**src/rtl/smst_pkg.sv**
```systemverilog
`default_nettype none
// -----------------------------------------------------------------------------
// smst_pkg
// shared types, command codes and control/status bundles for the sorted
// marker set block
// -----------------------------------------------------------------------------
package smst_pkg;

  localparam int TimeW        = 48;
  localparam int MaxMarksDflt = 64;

  typedef enum logic [1:0] {
    CMD_TOGGLE = 2'd0,
    CMD_NEAR   = 2'd1,
    CMD_NEXT   = 2'd2,
    CMD_PREV   = 2'd3
  } cmd_e;

  typedef struct packed {
    logic [1:0]       cmd;
    logic [TimeW-1:0] time_in;
  } in_t;

  typedef struct packed {
    logic             hit;
    logic [TimeW-1:0] mark_time;
    logic             status;
  } out_t;

  // controller to datapath
  typedef struct packed {
    logic load;    // capture request, clear scan results
    logic scan;    // walk stored marks
    logic decide;  // form result, set up pointers
    logic shd_rd;  // shift down: read next entry, or drop count at end
    logic shd_wr;  // shift down: write entry, step up
    logic shu_rd;  // shift up: read previous entry
    logic shu_wr;  // shift up: write entry, step down
    logic put;     // write new mark, bump count
    logic resp;    // hand result to output register
  } ctl_t;

  // datapath to controller
  typedef struct packed {
    logic scan_done;
    logic is_toggle;
    logic near_found;
    logic full;
    logic shd_more;
    logic shu_more;
    logic out_free;
  } sts_t;

endpackage : smst_pkg
`default_nettype wire

```
**src/rtl/smst_ctrl.sv**
```systemverilog
`default_nettype none
// -----------------------------------------------------------------------------
// smst_ctrl
// sequencer: scan, decide, shift and respond for one request at a time
// -----------------------------------------------------------------------------
module smst_ctrl
  import smst_pkg::*;
(
  input  wire logic clk_i,
  input  wire logic rst_ni,
  input  wire logic in_valid_i,
  output logic      in_stall_o,
  input  wire sts_t sts_i,
  output ctl_t      ctl_o
);

  typedef enum logic [9:0] {
    ST_IDLE   = 10'b00_0000_0001,
    ST_SCAN   = 10'b00_0000_0010,
    ST_DECIDE = 10'b00_0000_0100,
    ST_SHD_RD = 10'b00_0000_1000,
    ST_SHD_WR = 10'b00_0001_0000,
    ST_SHU_RD = 10'b00_0010_0000,
    ST_SHU_WR = 10'b00_0100_0000,
    ST_PUT    = 10'b00_1000_0000,
    ST_RESP   = 10'b01_0000_0000,
    ST_SPARE  = 10'b10_0000_0000
  } state_e;

  state_e state_q, state_d;

  assign in_stall_o = (state_q != ST_IDLE);

  always_comb begin
    state_d = state_q;
    ctl_o   = '0;
    unique case (state_q)
      ST_IDLE: begin
        if (in_valid_i) begin
          ctl_o.load = 1'b1;
          state_d    = ST_SCAN;
        end
      end
      ST_SCAN: begin
        ctl_o.scan = 1'b1;
        if (sts_i.scan_done) begin
          state_d = ST_DECIDE;
        end
      end
      ST_DECIDE: begin
        ctl_o.decide = 1'b1;
        if (!sts_i.is_toggle) begin
          state_d = ST_RESP;
        end else if (sts_i.near_found) begin
          state_d = ST_SHD_RD;
        end else if (sts_i.full) begin
          state_d = ST_RESP;
        end else begin
          state_d = ST_SHU_RD;
        end
      end
      ST_SHD_RD: begin
        ctl_o.shd_rd = 1'b1;
        state_d      = sts_i.shd_more ? ST_SHD_WR : ST_RESP;
      end
      ST_SHD_WR: begin
        ctl_o.shd_wr = 1'b1;
        state_d      = ST_SHD_RD;
      end
      ST_SHU_RD: begin
        ctl_o.shu_rd = 1'b1;
        state_d      = sts_i.shu_more ? ST_SHU_WR : ST_PUT;
      end
      ST_SHU_WR: begin
        ctl_o.shu_wr = 1'b1;
        state_d      = ST_SHU_RD;
      end
      ST_PUT: begin
        ctl_o.put = 1'b1;
        state_d   = ST_RESP;
      end
      ST_RESP: begin
        ctl_o.resp = 1'b1;
        if (sts_i.out_free) begin
          state_d = ST_IDLE;
        end
      end
      default: begin
        state_d = ST_IDLE;
      end
    endcase
  end

  always_ff @(posedge clk_i or negedge rst_ni) begin
    if (!rst_ni) begin
      state_q <= ST_IDLE;
    end else begin
      state_q <= state_d;
    end
  end

  // commands are mutually exclusive
  a_ctl_onehot0 : assert property (@(posedge clk_i) disable iff (!rst_ni)
    $onehot0(ctl_o))
    else $error("more than one datapath command at once");

  // a request is only taken from idle and always starts a scan
  a_load_to_scan : assert property (@(posedge clk_i) disable iff (!rst_ni)
    ctl_o.load |=> (state_q == ST_SCAN))
    else $error("load not followed by scan");

  // the sequencer never sits in the unused code
  a_no_spare : assert property (@(posedge clk_i) disable iff (!rst_ni)
    state_q != ST_SPARE)
    else $error("sequencer in unused state");

endmodule : smst_ctrl
`default_nettype wire

```
**config.mk**
```make
export PLATFORM = sky130hd
export DESIGN_NAME = smst_ctrl
export DESIGN_NICKNAME = d
export VERILOG_FILES = /design/src/rtl/smst_pkg.sv /design/src/rtl/smst_ctrl.sv
export SDC_FILE = /design/constraint.sdc
export NUM_CORES = 1
export LEC_CHECK = 0
export ABC_AREA = 0
export ABC_CLOCK_PERIOD_IN_PS = 2800
export BUFFER_PORTS_ARGS = -buffer_cell sky130_fd_sc_hd__buf_2
export CAP_MARGIN = 15
export CORE_MARGIN = 10
export CORE_UTILIZATION = 35
export DETAILED_ROUTE_END_ITERATION = 16
export GPL_TIMING_DRIVEN = 0
export PLACE_DENSITY = 0.58
export SLEW_MARGIN = 0
export SYNTH_ARGS = -nofsm -noshare
export SYNTH_HDL_FRONTEND = slang
export SYNTH_SLANG_ARGS = --single-unit
```
**constraint.sdc**
```tcl
create_clock -name clk_i -period 2.8 [get_ports clk_i]
set_input_delay 0 -clock clk_i [delete_from_list [all_inputs] [get_ports clk_i]]
set_output_delay 0 -clock clk_i [all_outputs]
set_load 0.02 [all_outputs]
```
======== Yosys cells after proc, flatten, opt, wreduce, memory -nomap -nowiden ========
Cells that the tools add are included.
storage, ports and cells
  register bits ........................... 10
  bits of input ports ..................... 10
  output and inout port bits .............. 10
  logic and storage cells ................. 34
operators by class
  eq/ne operators ......................... 13
  mux-type cells .......................... 19
  reductions and logical operators ........ 1
operators with widths
  cell                   number
  $pmux W10 S9           1
  $mux W10               5
  $mux W9                2
  $eq A10 B1 Y1 const B  1
  $eq A10 B2 Y1 const B  1
  $eq A10 B3 Y1 const B  1
  $eq A10 B4 Y1 const B  1
  $eq A10 B5 Y1 const B  1
  $eq A10 B6 Y1 const B  1
  $eq A10 B7 Y1 const B  1
  $eq A10 B8 Y1 const B  1
  $eq A10 B9 Y1 const B  1
  $mux W1                10
  $ne A10 B1 Y1 const B  1
  $mux W8                1
  $ne A2 B2 Y1 const B   3
  $reduce_and A3 Y1      1

======== Depth between registers and ports, before layout ========
Gate-level depths: netlist of the first run.
  depth after elaboration ................. 4
  depth in mapped cells ................... 4
  gate-level depth less buffers ........... 4

======== Worst setup path before layout of the first run ========
OpenSTA, ideal clock, no wires.
  path type ............................... register -> register
  start point ............................. register state_q[2]
  end point ............................... register state_q[8]
  setup time .............................. 0.072 ns
  arrival ................................. 1.781 ns
  data required time ...................... 2.728 ns
  slack ................................... 0.947 ns
  cell stages (with the launch flop) ...... 5
  path buffers ............................ 0
  clock period less this slack ............ 1.853 ns
  cell sequence ........................... dfrtp_1 nor3_1 nand2_1 nor4b_1 nand4b_1
between the ends
  longest elaborated chain between the ends .. 3
  elaborated cells on any way between the ends .. 14
  those cells by class .................... eq/ne: 12; mux: 1; reduce/logical: 1
RTL lines
  what                                         line             RTL
  start, declared                              smst_ctrl.sv:30  state_e state_q, state_d;
  start signal, assigned                       smst_ctrl.sv:98  state_q <= state_d;
  $eq A10 B2 Y1, or another cell as far along  smst_ctrl.sv:37  unique case (state_q)
  $ne A2 B2 Y1 (no line)                       --
  $reduce_and A3 Y1 (no line)                  --
Parallel ways exist; a longest one is shown, timed or not.
A chain may end at the register's enable or synchronous reset.

==> results.yml, run 1 <==
clock_tree:
  clk_latency_ns: 0.26
  clk_path_buf_depth: 2
  htree_levels: 1
  clkTransAtPathRegs_ns: 0.07
  cts_tree: "built"
  cts.sinks: 9
  cts_root_buf: "clkbuf_4"
  numCtsBuffers: 3
final_layout:
  top_regs: "state_q (9)"
  regMostFlops: "state_q"
  layout-drive-gt1-share: 0.326
  fin_nets: 97
  antenna_cells: 0
  area_growth_pct: 37.2
  largest_reg_flops: 9
routing:
  post_drt_wl_per_cell_um: 14.1
  via_per_inst: 5.23
  route.detailed.drc: 0
  routed_wirelength_um: 1440
  drt_iter0_markers: 8
  ant_nets: 0
  drtPass1Iterations: 3
  via_count: 533
synthesis:
  synth-async-reset-ratio: 1.00
  synth-main-ff-cell: "dfrtp_1"
  synth_edf_count: 0
  synthCells: 57
  syn_nets: 67
  syn_area_per_cell_um2: 9.55
  synth_cell_types: 31
  ys_warn_count: 0
  ys_ff_latch: 9
  netlist_area_um2: 544
  ys_seq_area_frac: 0.416
timing:
  finalCritPeriodShare: 0.633
  slew_violations: 0
  tns_ns: 0
  relSlewSlack: 0.732
  holdWs_ns: 0.00560
  fin_worst_skew_ns: 0.00341
  fmax_mhz: 564
  setup_viol: 0
  rsz0062_at_grt: "false"
  worstMarginPinSlew_ns: 0.396
  hold_viol_final: 0
  post-route-min-period_ns: 1.77
run_status:
  status: "finished, final reports clean"
pwr:
  pwr-share-comb: 0.415
  clkPwrFrac: 0.208
  total_power_uw: 489
  p_int_uw: 297
  switchingPower_uw: 192
  seqPwrFrac: 0.377
  p_sw_frac: 0.392
  cellPowerDensity_mw_per_mm2: 654
  irDropWorstVdd_mv: 0.420
  p_leak_nw: 0.390
die:
  start_util: 0.366
  die_y_um: 59.4
  die_w_um: 59.4
  die-area_mm2: 0.00353
  ioPinCount: 20
  core_mm2: 0.00149
  rows: 14
worst_setup_path:
  crit_fanout: 7
  path_class: "reg2out"
  crit_path_cell_trace: "nor3_1 > nand2_1 > nor4b_1 > buf_2"
  cp-start-kind: "flop"
  worst_setup_path_end_kind: "output pin"
  crit_required_ns: 2.80
  cp.arrival_ns: 1.77
  slowest_delay_ns: 0.44
  worst_path_max_delay_cell: "dfrtp_1"
worst_hold_path:
  hold_class: "in2reg"
placement:
  place_hpwl_um: 1180
  port_buffers: 19
  place_congestion: 0.731
global_route:
  grt_max_degree: 10
  grt_pass1_vias: 580
  grt_usage: 0.0884
  antenna_found_initial: 0
  grt_first_pass_wirelength_um: 2420
  overflow: 0
run:
  drv_cap: 0
worst paths after layout:
check | start | cells past startpoint | endpoint | slack [ns]
setup / recovery | state_q[5] | 4 | ctl_o[2] | 1.03
hold / removal | sts_i[5] | 2 | state_q[5] | 0.006
setup reg to reg | state_q[5] | 4 | state_q[8] | 1.31
hold reg to reg | state_q[0] | 2 | state_q[0] | 0.65
max in group asynchronous | rst_ni | 2 | state_q[0] | 2.44
min in group asynchronous | rst_ni | 2 | state_q[5] | 0.12
cell type report:
class	count	area (um2)
Fill cell	151	742
Multi-Input combinational cell	44	303
Sequential cell	9	226
Timing Repair Buffer	25	155
Clock buffer	3	22.5
Tap cell	16	20.0
Inverter	4	15.0
Clock inverter	1	5.00
per-stage QoR:
step	cells	setup slack (ns)	instance area [um2]	utilization
global placement	92	1.30	659	0.443
CTS	101	0.988	737	0.495
global route	102	0.841	747	0.502
detailed placement	92	1.29	659	0.443
floorplan	57	0.947	544	-
finish	102	1.03	747	0.502
cells by family after synthesis:
family | count (synthesis) | share of synthesized area
AND/OR/NAND/NOR | 31 | 0.386
AO/OA/AOI/OAI | 11 | 0.138
flip-flops | 9 | 0.416
buffers and inverters | 4 | 0.0276
XOR/XNOR | 2 | 0.0322
cells in the final DEF (no fill, tap or decap), types with 2 or more instances in the layout:
cell	synthesis	layout
a31o_2	2	2
and2_1	4	4
and3b_1	2	2
buf_2	0	19
clkbuf_4	0	3
dfrtp_1	8	8
dlygate4sd3_1	0	6
inv_1	4	4
nand2_1	2	2
nor2_1	3	3
nor2b_1	2	2
nor3_1	3	3
nor4b_1	3	3
o21ai_0	3	3
xor2_1	2	2
power groups by stage:
stage	sequential [mW]	clock (mW)	combinational, mW
6_report	0.184	0.102	0.203
5_1_grt	0.188	0.117	0.228
4_1_cts	0.184	0.107	0.206
3_5_place_dp	0.186	0	0.200
3_3_place_gp	0.186	0	0.196
2_1_floorplan	0.180	0	0.145
cell usage after synthesis, types with 2 or more instances:
library cell	count	share of area
dfrtp_1	8	0.37
o21ai_0	3	0.028
xor2_1	2	0.032
a31o_2	2	0.032
nor2_1	3	0.021
nor4b_1	3	0.048
and3b_1	2	0.032
nor3_1	3	0.028
nor2b_1	2	0.023
nand2_1	2	0.014
inv_1	4	0.028
and2_1	4	0.046
repair_timing:
item	4_1_cts	5_1_grt
hold buffers	5	1
resized for setup	0	0
setup endpoints to repair	0	0
hold endpoints to repair	15	1
buffers inserted	0	0
per-layer routing:
layer / GRT usage / up-vias / part of all wire
li1: - / 272 / -
met1: 0.0911 / 248 / 0.43
met2: 0.149 / 11 / 0.49
met3: 0.0536 / 2 / 0.069
met4: 0.0197 / 0 / 0.0097
met5: 0 / - / 0
worst max-delay path: cells and delay by family (launching register included):
kind / cells / cell delay (ns)
buf+inv: 1 / 0.24
flops: 1 / 0.44
simple gates: 3 / 0.83
Note: power is estimated with default switching activity, not from simulation.
==> run 2, diff against run 1 <==
--- a/config.mk
+++ b/config.mk
@@ -6,7 +6,7 @@
 export NUM_CORES = 1
 export LEC_CHECK = 0
 export ABC_AREA = 0
-export ABC_CLOCK_PERIOD_IN_PS = 2800
+export ABC_CLOCK_PERIOD_IN_PS = 1700
 export BUFFER_PORTS_ARGS = -buffer_cell sky130_fd_sc_hd__buf_2
 export CAP_MARGIN = 15
 export CORE_MARGIN = 10
==> constraint.sdc (replaced) <==
create_clock -name clk_i -period 1.7 [get_ports clk_i]
set_input_delay 0 -clock clk_i [delete_from_list [all_inputs] [get_ports clk_i]]
set_output_delay 0 -clock clk_i [all_outputs]
set_load 0.02 [all_outputs]
==> results.yml, run 2 (synthesis results as in run 1) <==
die:
  die_w_um: 59.4
  core_mm2: 0.00149
  ioPinCount: 20
  start_util: 0.366
  rows: 14
  die-area_mm2: 0.00353
  die_y_um: 59.4
final_layout:
  seqCellArea_um2: 230
  area_growth_pct: 61.1
  layout-drive-gt1-share: 0.484
  multi_input_area_um2: 370
  layout_common_cells: "15 x buf_2, 6 x dlygate4sd3_1, 6 x buf_4"
  fin_nets: 102
  top_regs: "state_q (9)"
  final_common_cell: "buf_2"
  final_cells: 107
  largest_reg_flops: 9
  regMostFlops: "state_q"
  num-fill-cells: 136
  antenna_cells: 0
clock_tree:
  htree_levels: 1
  cts.sinks: 9
  numCtsBuffers: 3
  cts_root_buf: "clkbuf_4"
  clkTransAtPathRegs_ns: 0.07
  clk_latency_ns: 0.26
  clk_path_buf_depth: 2
  cts_tree: "built"
placement:
  port_buffers: 19
  place_hpwl_um: 1180
  place_congestion: 0.731
  placed_cells: 92
routing:
  routed_wirelength_um: 1620
  drt_iter0_markers: 7
  drt-met1-wl_um: 685
  dr_wl_met2_um: 818
  wl_met3_um: 101
  ant_nets: 0
  route.detailed.drc: 0
  routed.top_layer: "met4"
  via_per_inst: 5.22
  drtPass1Iterations: 2
  post_drt_wl_per_cell_um: 15.1
  via_count: 559
timing:
  slew_violations: 0
  setup_viol: 0
  fmax_mhz: 602
  worstMarginPinSlew_ns: 0.386
  fin_worst_skew_ns: 0.00272
  finalCritPeriodShare: 0.977
  relSlewSlack: 0.739
  rsz0062_at_grt: "true"
  hold_viol_final: 0
  holdWs_ns: 0.00417
  post-route-min-period_ns: 1.66
worst_setup_path:
  worst_path_max_delay_cell: "dfrtp_2"
  critPathMostFrequentCell: "buf_6"
  r2r.worst_path.cells: 6
  path_class: "reg2out"
  crit_path_cell_trace: "or3_4 > nor3b_2 > nand3b_1 > buf_6 > buf_6"
  crit_fanout: 3
  startpoint: "state_q[6]"
  r2r_start: "state_q[6]"
  crit_required_ns: 1.70
  reg2reg_slack_ns: 0.11
  cp-start-kind: "flop"
  cp.arrival_ns: 1.66
  worst_setup_path_end_kind: "output pin"
  slowest_delay_ns: 0.41
global_route:
  grt_first_pass_wirelength_um: 2640
  grt_usage: 0.0961
  overflow: 0
  grt_max_degree: 10
  grt_pass1_vias: 608
  antenna_found_initial: 0
pwr:
  p_leak_nw: 0.426
  cellPowerDensity_mw_per_mm2: 1140
  irDropWorstVdd_mv: 0.765
run_status:
  status: "finished, final reports clean"
worst_hold_path:
  hp-start: "sts_i[5]"
  hold_class: "in2reg"
  hold_path_depth: 2
run:
  drv_cap: 0
[run 2: cell types whose count changed in the layout (fill, tap and decap cells not counted), sizes merged]
cell / previous run / this run
buf: 19 / 24
[run 2: cell type report]
type / count / area share
inverter: 4 / 0.0171
tap: 16 / 0.0228
multi-input combinational: 44 / 0.422
clock buffer: 3 / 0.0257
clock inverter: 1 / 0.00571
timing repair buffer: 30 / 0.244
sequential: 9 / 0.262
[run 2: repair_timing]
| action | 4_1_cts | 5_1_grt |
|---|---|---|
| hold buffers | 5 | 1 |
| resized for setup | 7 | 15 |
| gates cloned | 0 | 0 |
| setup buffers | 4 | 2 |
| pin swaps | 1 | 5 |
| endpoints found under the setup margin | 4 | 10 |
| hold endpoints to repair | 15 | 1 |
[run 2: per-stage QoR]
stage / power [mW] / setup slack [ns] / utilization / cell area [um2] / setup TNS (ns)
2_1_floorplan: 0.535 / -0.153 / - / 544 / -0.304
5_1_grt: 1.08 / -0.0555 / 0.589 / 877 / -0.0946
3_5_place_dp: 0.636 / 0.193 / 0.443 / 659 / 0
6_report: 1.00 / 0.0389 / 0.589 / 877 / 0
3_3_place_gp: 0.630 / 0.195 / 0.443 / 659 / 0
4_1_cts: 0.882 / 0.00759 / 0.531 / 791 / 0
[run 2: critical path: cells and delay by family, from the launching register on]
family | cells | cell delay [ns]
AND/OR/NAND/NOR | 3 | 0.72
flip-flops | 1 | 0.41
buffers and inverters | 2 | 0.27
[run 2: final timing paths]
path / endpoint
worst max-delay path: in_stall_o
worst min register to register: state_q[0]
min in group asynchronous: state_q[5]
worst max register to register: state_q[0]
worst min-delay path: state_q[5]
max in group asynchronous: state_q[0]
[run 2: routing by layer]
| layer | up-vias | GRT usage |
|---|---|---|
| li1 | 281 | - |
| met1 | 265 | 0.103 |
| met2 | 11 | 0.160 |
| met3 | 2 | 0.0536 |
| met4 | 0 | 0.0197 |
| met5 | - | 0 |
[run 2: power breakdown]
group,internal (mW),switching [mW],total (mW)
sequential,0.256,0.0591,0.315
clock,0.0869,0.0803,0.167
combinational,0.274,0.245,0.519
