File: src/rtl/smst_pkg.sv
`default_nettype none
// -----------------------------------------------------------------------------
// smst_pkg
// shared types, command codes and control/status bundles for the sorted
// marker set block
// -----------------------------------------------------------------------------
package smst_pkg;

  localparam int TimeW        = 48;
  localparam int MaxMarksDflt = 64;

  typedef enum logic [1:0] {
    CMD_TOGGLE = 2'd0,
    CMD_NEAR   = 2'd1,
    CMD_NEXT   = 2'd2,
    CMD_PREV   = 2'd3
  } cmd_e;

  typedef struct packed {
    logic [1:0]       cmd;
    logic [TimeW-1:0] time_in;
  } in_t;

  typedef struct packed {
    logic             hit;
    logic [TimeW-1:0] mark_time;
    logic             status;
  } out_t;

  // controller to datapath
  typedef struct packed {
    logic load;    // capture request, clear scan results
    logic scan;    // walk stored marks
    logic decide;  // form result, set up pointers
    logic shd_rd;  // shift down: read next entry, or drop count at end
    logic shd_wr;  // shift down: write entry, step up
    logic shu_rd;  // shift up: read previous entry
    logic shu_wr;  // shift up: write entry, step down
    logic put;     // write new mark, bump count
    logic resp;    // hand result to output register
  } ctl_t;

  // datapath to controller
  typedef struct packed {
    logic scan_done;
    logic is_toggle;
    logic near_found;
    logic full;
    logic shd_more;
    logic shu_more;
    logic out_free;
  } sts_t;

endpackage : smst_pkg
`default_nettype wire

File: src/rtl/smst_ram.sv
`default_nettype none
// -----------------------------------------------------------------------------
// smst_ram
// generic single-write, single-read ram with registered read data
// -----------------------------------------------------------------------------
module smst_ram #(
  parameter int Width = 8,
  parameter int Depth = 16
) (
  input  wire logic                             clk_i,
  input  wire logic                             we_i,
  input  wire logic [$clog2(Depth > 1 ? Depth : 2)-1:0] waddr_i,
  input  wire logic [Width-1:0]                 wdata_i,
  input  wire logic [$clog2(Depth > 1 ? Depth : 2)-1:0] raddr_i,
  output logic      [Width-1:0]                 rdata_o
);

  logic [Width-1:0] mem_q [Depth];

  always_ff @(posedge clk_i) begin
    if (we_i) begin
      mem_q[waddr_i] <= wdata_i;
    end
    rdata_o <= mem_q[raddr_i];
  end

endmodule : smst_ram
`default_nettype wire

File: src/rtl/smst_dpath.sv
`default_nettype none
// -----------------------------------------------------------------------------
// smst_dpath
// mark storage, scan compare, shift pointers and result registers
// -----------------------------------------------------------------------------
module smst_dpath
  import smst_pkg::*;
#(
  parameter int MaxMarks = MaxMarksDflt
) (
  input  wire logic             clk_i,
  input  wire logic             rst_ni,
  input  wire in_t              in_data_i,
  input  wire logic             cfg_we_i,
  input  wire logic [TimeW-1:0] cfg_wdata_i,
  input  wire logic             out_stall_i,
  output logic                  out_valid_o,
  output out_t                  out_data_o,
  input  wire ctl_t             ctl_i,
  output sts_t                  sts_o
);

  localparam int AddrW = $clog2(MaxMarks > 1 ? MaxMarks : 2);
  localparam int CntW  = $clog2(MaxMarks + 1);
  localparam logic [CntW-1:0] CntMax = CntW'(MaxMarks);

  logic [TimeW-1:0] thr_q;
  logic [1:0]       cmd_q;
  logic [TimeW-1:0] time_q;
  logic [CntW-1:0]  cnt_q, cnt_d;
  logic [CntW-1:0]  ptr_q, ptr_d;
  logic             rd_vld_q, rd_vld_d;
  logic             near_found_q, near_found_d;
  logic [CntW-1:0]  near_idx_q, near_idx_d;
  logic             ge_found_q, ge_found_d;
  logic [CntW-1:0]  ge_idx_q, ge_idx_d;
  logic             gt_found_q, gt_found_d;
  logic [TimeW-1:0] gt_val_q, gt_val_d;
  logic             lt_found_q, lt_found_d;
  logic [TimeW-1:0] lt_val_q, lt_val_d;
  out_t             res_q, res_d;
  out_t             out_q;
  logic             out_vld_q, out_vld_d;

  logic             ram_we;
  logic [CntW-1:0]  raddr_w;
  logic [TimeW-1:0] ram_wdata;
  logic [TimeW-1:0] rdata;

  logic [TimeW-1:0] abs_gap;
  logic             is_near, is_ge, is_gt;
  logic [CntW-1:0]  eval_idx;
  logic             out_free;

  smst_ram #(
    .Width (TimeW),
    .Depth (MaxMarks)
  ) u_ram (
    .clk_i   (clk_i),
    .we_i    (ram_we),
    .waddr_i (ptr_q[AddrW-1:0]),
    .wdata_i (ram_wdata),
    .raddr_i (raddr_w[AddrW-1:0]),
    .rdata_o (rdata)
  );

  // read address: scan at pointer, shifts one beside it
  always_comb begin
    if (ctl_i.shd_rd) begin
      raddr_w = ptr_q + CntW'(1);
    end else if (ctl_i.shu_rd) begin
      raddr_w = ptr_q - CntW'(1);
    end else begin
      raddr_w = ptr_q;
    end
  end

  assign ram_we    = ctl_i.shd_wr | ctl_i.shu_wr | ctl_i.put;
  assign ram_wdata = ctl_i.put ? time_q : rdata;

  // compare of the entry read last cycle
  assign abs_gap  = (rdata > time_q) ? (rdata - time_q) : (time_q - rdata);
  assign is_near  = (abs_gap <= thr_q);
  assign is_ge    = (rdata >= time_q);
  assign is_gt    = (rdata > time_q);
  assign eval_idx = ptr_q - CntW'(1);

  assign out_free = !out_vld_q || !out_stall_i;

  always_comb begin
    sts_o.scan_done  = (ptr_q >= cnt_q) && !rd_vld_q;
    sts_o.is_toggle  = (cmd_q == CMD_TOGGLE);
    sts_o.near_found = near_found_q;
    sts_o.full       = (cnt_q == CntMax);
    sts_o.shd_more   = ({1'b0, ptr_q} + (CntW+1)'(1)) < {1'b0, cnt_q};
    sts_o.shu_more   = (ptr_q > ge_idx_q);
    sts_o.out_free   = out_free;
  end

  always_comb begin
    cnt_d        = cnt_q;
    ptr_d        = ptr_q;
    rd_vld_d     = 1'b0;
    near_found_d = near_found_q;
    near_idx_d   = near_idx_q;
    ge_found_d   = ge_found_q;
    ge_idx_d     = ge_idx_q;
    gt_found_d   = gt_found_q;
    gt_val_d     = gt_val_q;
    lt_found_d   = lt_found_q;
    lt_val_d     = lt_val_q;
    res_d        = res_q;

    if (ctl_i.load) begin
      ptr_d        = '0;
      near_found_d = 1'b0;
      ge_found_d   = 1'b0;
      gt_found_d   = 1'b0;
      lt_found_d   = 1'b0;
    end

    if (ctl_i.scan) begin
      if (ptr_q < cnt_q) begin
        rd_vld_d = 1'b1;
        ptr_d    = ptr_q + CntW'(1);
      end
      if (rd_vld_q) begin
        if (is_near && !near_found_q) begin
          near_found_d = 1'b1;
          near_idx_d   = eval_idx;
        end
        if (is_ge && !ge_found_q) begin
          ge_found_d = 1'b1;
          ge_idx_d   = eval_idx;
        end
        if (is_gt && !gt_found_q) begin
          gt_found_d = 1'b1;
          gt_val_d   = rdata;
        end
        // sorted, so the last one below wins
        if (!is_ge) begin
          lt_found_d = 1'b1;
          lt_val_d   = rdata;
        end
      end
    end

    if (ctl_i.decide) begin
      // insert position falls to the end when nothing is at or above
      if (!ge_found_q) begin
        ge_idx_d = cnt_q;
      end
      ptr_d = (cmd_q == CMD_TOGGLE && near_found_q) ? near_idx_q : cnt_q;
      res_d = '0;
      unique case (cmd_e'(cmd_q))
        CMD_TOGGLE: begin
          res_d.hit    = !near_found_q && (cnt_q != CntMax);
          res_d.status = !near_found_q && (cnt_q == CntMax);
        end
        CMD_NEAR: begin
          res_d.hit = near_found_q;
        end
        CMD_NEXT: begin
          res_d.hit       = gt_found_q;
          res_d.mark_time = gt_found_q ? gt_val_q : '0;
        end
        CMD_PREV: begin
          res_d.hit       = lt_found_q;
          res_d.mark_time = lt_found_q ? lt_val_q : '0;
        end
        default: begin
          res_d = '0;
        end
      endcase
    end

    if (ctl_i.shd_rd && !sts_o.shd_more) begin
      cnt_d = cnt_q - CntW'(1);
    end
    if (ctl_i.shd_wr) begin
      ptr_d = ptr_q + CntW'(1);
    end
    if (ctl_i.shu_wr) begin
      ptr_d = ptr_q - CntW'(1);
    end
    if (ctl_i.put) begin
      cnt_d = cnt_q + CntW'(1);
    end
  end

  always_comb begin
    if (ctl_i.resp && out_free) begin
      out_vld_d = 1'b1;
    end else if (!out_stall_i) begin
      out_vld_d = 1'b0;
    end else begin
      out_vld_d = out_vld_q;
    end
  end

  always_ff @(posedge clk_i or negedge rst_ni) begin
    if (!rst_ni) begin
      thr_q     <= '0;
      cnt_q     <= '0;
      rd_vld_q  <= 1'b0;
      out_vld_q <= 1'b0;
    end else begin
      if (cfg_we_i) begin
        thr_q <= cfg_wdata_i;
      end
      cnt_q     <= cnt_d;
      rd_vld_q  <= rd_vld_d;
      out_vld_q <= out_vld_d;
    end
  end

  always_ff @(posedge clk_i) begin
    if (ctl_i.load) begin
      cmd_q  <= in_data_i.cmd;
      time_q <= in_data_i.time_in;
    end
    if (ctl_i.resp && out_free) begin
      out_q <= res_q;
    end
    ptr_q        <= ptr_d;
    near_found_q <= near_found_d;
    near_idx_q   <= near_idx_d;
    ge_found_q   <= ge_found_d;
    ge_idx_q     <= ge_idx_d;
    gt_found_q   <= gt_found_d;
    gt_val_q     <= gt_val_d;
    lt_found_q   <= lt_found_d;
    lt_val_q     <= lt_val_d;
    res_q        <= res_d;
  end

  assign out_valid_o = out_vld_q;
  assign out_data_o  = out_q;

  a_cnt_bound : assert property (@(posedge clk_i) disable iff (!rst_ni)
    cnt_q <= CntMax)
    else $error("mark count above capacity");

  a_cnt_step : assert property (@(posedge clk_i) disable iff (!rst_ni)
    (cnt_q != $past(cnt_q)) |->
      (cnt_q == $past(cnt_q) + CntW'(1) || cnt_q == $past(cnt_q) - CntW'(1)))
    else $error("mark count jumped by more than one");

  a_put_not_full : assert property (@(posedge clk_i) disable iff (!rst_ni)
    ctl_i.put |-> (cnt_q < CntMax) && (ptr_q == ge_idx_q))
    else $error("new mark written to a full set or off its position");

  a_wr_in_range : assert property (@(posedge clk_i) disable iff (!rst_ni)
    ram_we |-> (ptr_q < CntMax))
    else $error("ram write beyond capacity");

endmodule : smst_dpath
`default_nettype wire

File: config.mk
export PLATFORM = sky130hd
export DESIGN_NAME = smst_dpath
export DESIGN_NICKNAME = d
export VERILOG_FILES = /design/src/rtl/smst_pkg.sv /design/src/rtl/smst_ram.sv /design/src/rtl/smst_dpath.sv
export SDC_FILE = /design/constraint.sdc
export NUM_CORES = 2
export LEC_CHECK = 0
export BUFFER_PORTS_ARGS = -buffer_cell sky130_fd_sc_hd__buf_2
export CORE_MARGIN = 3
export CORE_UTILIZATION = 55
export DETAILED_ROUTE_END_ITERATION = 6
export GPL_TIMING_DRIVEN = 1
export PLACE_DENSITY = 0.71
export SYNTH_ARGS = -nofsm -noshare
export SYNTH_HDL_FRONTEND = slang
export SYNTH_SLANG_ARGS = --single-unit
File: constraint.sdc
create_clock -name clk_i -period 16.6 [get_ports clk_i]
set_input_delay 0 -clock clk_i [delete_from_list [all_inputs] [get_ports clk_i]]
set_output_delay 0 -clock clk_i [all_outputs]
set_load 0.03 [all_outputs]
; ---- Word-level counts from Yosys, hierarchy flattened
; Memory sizes are Yosys's and may differ from the RTL's. A register that Yosys moved wholly into a read port is not among the register bits.
; Index checks and enable logic that the tools add are counted.
[totals]
n_memories = 1
inputBits = 111
mem_bits_rw = 3072
ff_bits = 328
output_inout_bits = 58
[memory_table]
columns = name, depth, width, read_ports, rd_ports_with_merged_regs, write_ports, line
row1 = u_ram.mem_q, 64, 48, 1, 1, 1, smst_ram.sv:18  ; logic [Width-1:0] mem_q [Depth];
[classes]
bitwise = 3
reduce_logical = 22
eq_ne = 6
order_cmp = 7
add_sub_neg = 7
muxes = 44
[ops]
columns = op, n
row1 = 48-bit two-way mux, 4
row2 = 7-bit two-way mux, 14
row3 = 48-bit one-hot mux with 2 select lines, 1
row4 = 48-bit subtractor, 2
row5 = 48-bit greater-or-equal comparator, 1
row6 = 48-bit > comparator, 1
row7 = 48-bit less-or-equal comparator, 1
row8 = 1-bit two-way mux, 22
row9 = 7-bit by 1-bit adder with 7-bit output (second input constant), 2
row10 = 7-bit by 1-bit subtractor with 7-bit output (second input constant), 2
row11 = 6-bit two-way mux, 2
row12 = 1-bit logical AND, 9
row13 = 3-bit AND reduction, 3
row14 = 7-bit by 1-bit adder with 8-bit output (second input constant), 1
row15 = 8-bit by 7-bit less-than comparator with 1-bit output, 1
row16 = 7-bit == test (second input constant), 1
row17 = 7-bit greater-or-equal comparator, 1
row18 = 7-bit > comparator, 1
row19 = 1-bit logical NOT, 7
row20 = 7-bit less-than comparator, 1
row21 = 7-bit != test (second input constant), 1
row22 = 2-bit == test (second input constant), 2
row23 = 1-bit one-hot mux with 4 select lines, 1
row24 = 2-bit by 1-bit == test with 1-bit output (second input constant), 1
row25 = 6 further kinds, 7

; ---- Longest topological paths before layout
[depth]
depth_word = 7
mapped_depth = 27
mapped_depth_nobuf = 25

; ---- Modules after synthesis
; From an unflattened synthesis, not the netlist that was laid out.
[hier_totals]
hier_cells = 6974
hier_area_um2 = 137120.3
[modules_own_cells]
columns = module, n_inst, seq_area_each_um2, cells_per_inst, area_each_um2
row1 = smst_ram, 1, 93209.4, 4970, 117117.3
row2 = smst_dpath, 1, 9384.0, 2004, 20002.9

; ---- Worst setup path after synthesis
; Ideal clock, no wire load.
[synth_timing]
path_type = register to register
from = register time_q[0]
to = register gt_val_q[0], enable pin
setup_slack_ns = 10.419
arrival_ns = 5.665
path_stages_with_launch = 14
synth_period_minus_slack_ns = 6.181
setup_time_ns = 0.516
t_required_ns = 16.084
path_cell_list = edfxtp_1 > ha_1 > inv_1 > fa_1 > a21o_1 > a21oi_2 > o221a_4 > o21ai_2 > nand3_1 > a31o_1 > buf_6 > buf_2 > buf_4 > nor3_1
[synth_between]
elab_chain_cells = 3
[synth_lines]
columns = item, line
row1 = from (decl), smst_dpath.sv:29  ; logic [TimeW-1:0] time_q;
row2 = from (signal assigned), smst_dpath.sv:220  ; time_q <= in_data_i.time_in;
row3 = 48-bit > comparator, smst_dpath.sv:85  ; assign is_gt = (rdata > time_q);
row4 = 1-bit logical AND, smst_dpath.sv:136  ; if (is_gt && !gt_found_q) begin
row5 = 3-bit AND reduction (no source line), -
row6 = to (signal assigned), smst_dpath.sv:231  ; gt_val_q <= gt_val_d;
row7 = to (decl), smst_dpath.sv:38  ; logic [TimeW-1:0] gt_val_q, gt_val_d;
; No other way between the ends.
; A chain may end at the register's enable or synchronous reset.

; ---- Worst setup path in the final report
[layout_timing]
from = register u_ram.rdata_o[7], read port of u_ram.mem_q
to = register near_idx_q[3], enable pin
[layout_between]
elab_chain_cells = 5
elab_cells_between_ends = 7
cone_classes = add/sub (2) / order compare (2) / mux (1) / reduce/logical (2)
[layout_lines]
columns = item, line
row1 = from (decl), smst_ram.sv:15  ; output logic [Width-1:0] rdata_o
row2 = 48-bit subtractor / 48-bit > comparator (equally long branches), smst_dpath.sv:82  ; assign abs_gap = (rdata > time_q) ? (rdata - time_q) : (time_q - rdata);
row3 = 48-bit two-way mux (*), smst_dpath.sv:82
row4 = 48-bit less-or-equal comparator (*), smst_dpath.sv:83  ; assign is_near = (abs_gap <= thr_q);
row5 = 1-bit logical AND (*), smst_dpath.sv:128  ; if (is_near && !near_found_q) begin
row6 = 3-bit AND reduction (no source line) (*), -
row7 = to (signal assigned), smst_dpath.sv:227  ; near_idx_q <= near_idx_d;
row8 = to (decl), smst_dpath.sv:34  ; logic [CntW-1:0] near_idx_q, near_idx_d;
; Mark *: on every way between the ends. The rest lies on a longest branch, timed or not.

==> impl_metrics.env <==
export IMPL_swShare_pct=35.2
export IMPL_tightestPinTransition_ns=1.43
export IMPL_synthArstFlopShare_pct=1.65
export IMPL_routedLengthMet1_um=144000
export IMPL_cts_root_buffer="clkbuf_16"
export IMPL_clockBufferDepth=4
export IMPL_grt_start_max_net_pins=125
export IMPL_grt_overflow=0
export IMPL_critPathMaxFanout=34
export IMPL_powerDensity_nw_per_um2=193
export IMPL_area_growth_pct=14.3
export IMPL_yosys_warnings=0
export IMPL_p_sw_mw=10.8
export IMPL_hold_viol_final=0
export IMPL_cts_setup_buffers=0
export IMPL_initial_utilization_pct=55.5
export IMPL_path_clk_slew_ns=0.07
export IMPL_dpl_hpwl_um=204000
export IMPL_whs_endpoint="u_ram.rdata_o[7]$_DFF_P_"
export IMPL_crit_top_cell="a21o_1"
export IMPL_synth_top_area_share_pct=72.0
export IMPL_p_int_mw=19.8
export IMPL_worstSetupEndpointType="flop"
export IMPL_drt_iter0_markers=10600
export IMPL_boundaryPins=169
export IMPL_maxSlewViolCount=0
export IMPL_final_util_pct=63.5
export IMPL_clock_sinks=3448
export IMPL_place_area_um2=144000
export IMPL_first_global_vias=74100
export IMPL_r2r_start="u_ram.rdata_o[7]$_DFF_P_"
export IMPL_setup_worst_path_class="reg -> reg"
export IMPL_place_congestion=0.937
export IMPL_synth_area_um2=139000
export IMPL_min_path_type="in -> reg"
export IMPL_antenna_found_initial=28
export IMPL_clock_latency_ns=0.99
export IMPL_fmax_ghz=0.145
export IMPL_vias=74600
export IMPL_rsz0062_at_grt="no"
export IMPL_crit_arrival_ns=7.54
export IMPL_setup_violations=0
export IMPL_synthCells=7113
export IMPL_path_delay_family="compound AO/OA/AOI/OAI gates"
export IMPL_die_y_um=508
export IMPL_synth_top_cell_by_area="edfxtp_1"
export IMPL_hold_depth=6
export IMPL_synth_nets=7398
export IMPL_path_cells="ha_1, nand4_1, nor4b_1, buf_4, nand4_1, nand2_1, a31o_2, buf_4, o211ai_1, a41oi_1, o21ai_1, xnor2_1, ha_1, a21o_1, a21o_1, a21o_1, a21o_1, a21o_1, a21o_1, a21oi_1, a31oi_1, a211oi_1, buf_4"
export IMPL_ys_ff_latch=3448
export IMPL_placeableCoreArea_um2=250000
export IMPL_die_area_um2=258000
export IMPL_critPathLaunchType="flop"
export IMPL_htreeDepth=5
export IMPL_port_buffers=168
export IMPL_layout_drive_gt1_share_pct=22.2
export IMPL_hp_start="ctl_i[3]"
export IMPL_cp_startpoint="u_ram.rdata_o[7]$_DFF_P_"
export IMPL_r2r_cells=23
export IMPL_syn_avg_cell_area_um2=19.5
export IMPL_tns_ns=0
export IMPL_synth_cell_type_count=85
export IMPL_path_buf_inv=3
export IMPL_drt_first_pass_iters=6
export IMPL_fin_nets=8015
export IMPL_finClkSkew_ns=0.0959
export IMPL_remaining_drc_errors=0
export IMPL_slowest_stage="dfxtp_1"
export IMPL_fp_dieW_um=508
export IMPL_wl_met2_um=175000
export IMPL_fin_total_pwr_mw=30.6
export IMPL_fin_crit_sh_pct=41.5
export IMPL_detail_route_wl_per_cell_um=32.7
export IMPL_synthTopCellsByCount="3325 x edfxtp_1, 768 x mux4_2, 353 x a211oi_1, 329 x a21oi_1, 254 x nor2b_1"
export IMPL_rows=183
export IMPL_track_usage_pct=28.7
export IMPL_clkPwrFrac_pct=25.2
export IMPL_tritoncts="yes"
export IMPL_period_minus_slack_ns=6.89
export IMPL_grt_pass1_wl_um=532000
export IMPL_ys_flop_type="edfxtp_1"
export IMPL_yosys_cell_count_top_type="edfxtp_1"
export IMPL_ir_worst_vdd_mv=0.225
export IMPL_r2r_end="near_idx_q[3]$_DFFE_PP_"
export IMPL_slowest_delay_ns=0.66
export IMPL_numCtsBuffers=354
export IMPL_slew_headroom_pct=4.86
export IMPL_dp_cells=10400
export IMPL_worstPathRequired_ns=17.25
export IMPL_synth_yosys_seq_area_share_pct=74.0
export IMPL_ff2ff_setup_slack_ns=9.71
export IMPL_fin_area_um2=159000
export IMPL_maxUsedRoutingLayer="met5"
export IMPL_route_met3_wl_um=39500
export IMPL_synth_enable_flop_cells=3325
export IMPL_cap_violations=0
export IMPL_seqPwrFrac_pct=36.3
export IMPL_p_comb_share_pct=38.5
export IMPL_final_cells=11300
export IMPL_totalWireLength_um=371000
export IMPL_netlist_top_cells_area="edfxtp_1 72%, mux4_2 12%, a211oi_1 1.9%"
export IMPL_power_leakage_nw=52.0
export IMPL_drtAntennaViolNets=0
export IMPL_viasPerCell=6.58
export IMPL_status="finished, final reports clean"
-- routing by layer --
metal / up-vias / track usage, %
met5: - / 0
met4: 26 / 8.69
met3: 667 / 6.03
met2: 4405 / 44.4
met1: 39100 / 41.7
li1: 30300 / -
-- what timing repair did --
action                                 4_1_cts  5_1_grt
hold buffers                               310        0
endpoints found under the hold margin      393        0
gates resized for setup                      0        0
-- stage by stage --
stage / setup WS (ns) / hold WS (ns)
2_1_floorplan: 10.42 / -0.296
3_3_place_gp: 9.85 / 0.0119
3_5_place_dp: 9.86 / 0.0233
4_1_cts: 9.80 / 0.0293
5_1_grt: 9.42 / 0.104
6_report: 9.71 / 0.117
-- power groups by stage --
stage | Clock, mW | Combinational [mW] | Sequential, mW
2_1_floorplan | 0 | 7.89 | 11.3
5_1_grt | 8.10 | 12.6 | 11.1
4_1_cts | 7.76 | 11.7 | 11.1
6_report | 7.70 | 11.8 | 11.1
3_5_place_dp | 0 | 11.6 | 11.3
3_3_place_gp | 0 | 11.5 | 11.2
-- state kept, by name (all words and copies together), names as in the netlist, 2 cells and up --
register and count:
ptr_q 7, out_data_o 50, ge_idx_q 7, u_ram.rdata_o 48, cmd_q 2, time_q 48, thr_q 48, u_ram.mem_q 3072
cnt_q 7, near_idx_q 7, gt_val_q 48, res_q 50, lt_val_q 48
-- area by class of cell --
cell class,count,area (um2)
well taps,3330,4170
multi-input cells,3063,34400
repair buffers,670,5620
clock buffers,427,9240
clock inverters,198,1830
flip-flops and latches,3448,103000
inverters,193,724
diodes,7,17.5
fillers,16400,91200
-- worst register-to-register path, stage by stage (launching register included) --
cell and delay (ns):
dfxtp_1 0.66, ha_1 0.42, nand4_1 0.25, nor4b_1 0.32
buf_4 0.22, nand4_1 0.14, nand2_1 0.22, a31o_2 0.40
buf_4 0.51, o211ai_1 0.21, a41oi_1 0.40, o21ai_1 0.14
xnor2_1 0.15, ha_1 0.30, a21o_1 0.20, a21o_1 0.17
a21o_1 0.18, a21o_1 0.18, a21o_1 0.17, a21o_1 0.17
a21oi_1 0.28, a31oi_1 0.14, a211oi_1 0.46, buf_4 0.30
-- worst max-delay path by stage --
stage	endpoint	slack [ns]	cells past startpoint
CTS	near_idx_q[1]$_DFFE_PP_	9.80	23
global route	near_idx_q[3]$_DFFE_PP_	9.42	23
finish	near_idx_q[3]$_DFFE_PP_	9.71	23
floorplan	gt_val_q[0]$_DFFE_PP_	10.42	13
global placement	near_idx_q[0]$_DFFE_PP_	9.85	23
detailed placement	near_idx_q[0]$_DFFE_PP_	9.86	23
-- cells in the final DEF (no fill, tap or decap), types with 57 or more instances in the layout --
master | netlist | final
clkinv_1 | 0 | 81
a211oi_1 | 353 | 350
o21ai_0 | 166 | 118
nor2b_1 | 254 | 253
clkbuf_16 | 0 | 357
a21o_1 | 62 | 62
ha_1 | 171 | 171
nor2_4 | 1 | 64
clkinv_2 | 0 | 59
inv_1 | 193 | 193
mux2i_1 | 221 | 221
buf_2 | 147 | 167
buf_4 | 80 | 174
nand2_1 | 179 | 179
edfxtp_1 | 3325 | 3325
mux4_2 | 768 | 768
clkbuf_1 | 142 | 66
dfrtp_1 | 57 | 57
nor2_1 | 142 | 79
dfxtp_1 | 66 | 66
a21oi_1 | 329 | 329
dlygate4sd3_1 | 0 | 310
-- cells by family (layout without fill, tap and decap cells) --
group	after synthesis	after routing	share of synthesized area, %
AO/OA/AOI/OAI	1111	1111	5.19
XOR/XNOR	67	67	0.428
AND/OR/NAND/NOR	712	712	2.64
buffers and inverters	602	1488	2.05
adder cells (fa/ha/maj)	174	174	1.59
flip-flops	3448	3448	74.0
other	0	7	0
multiplexers	999	999	14.1
No activity file was read; power rests on OpenSTA's default activity.
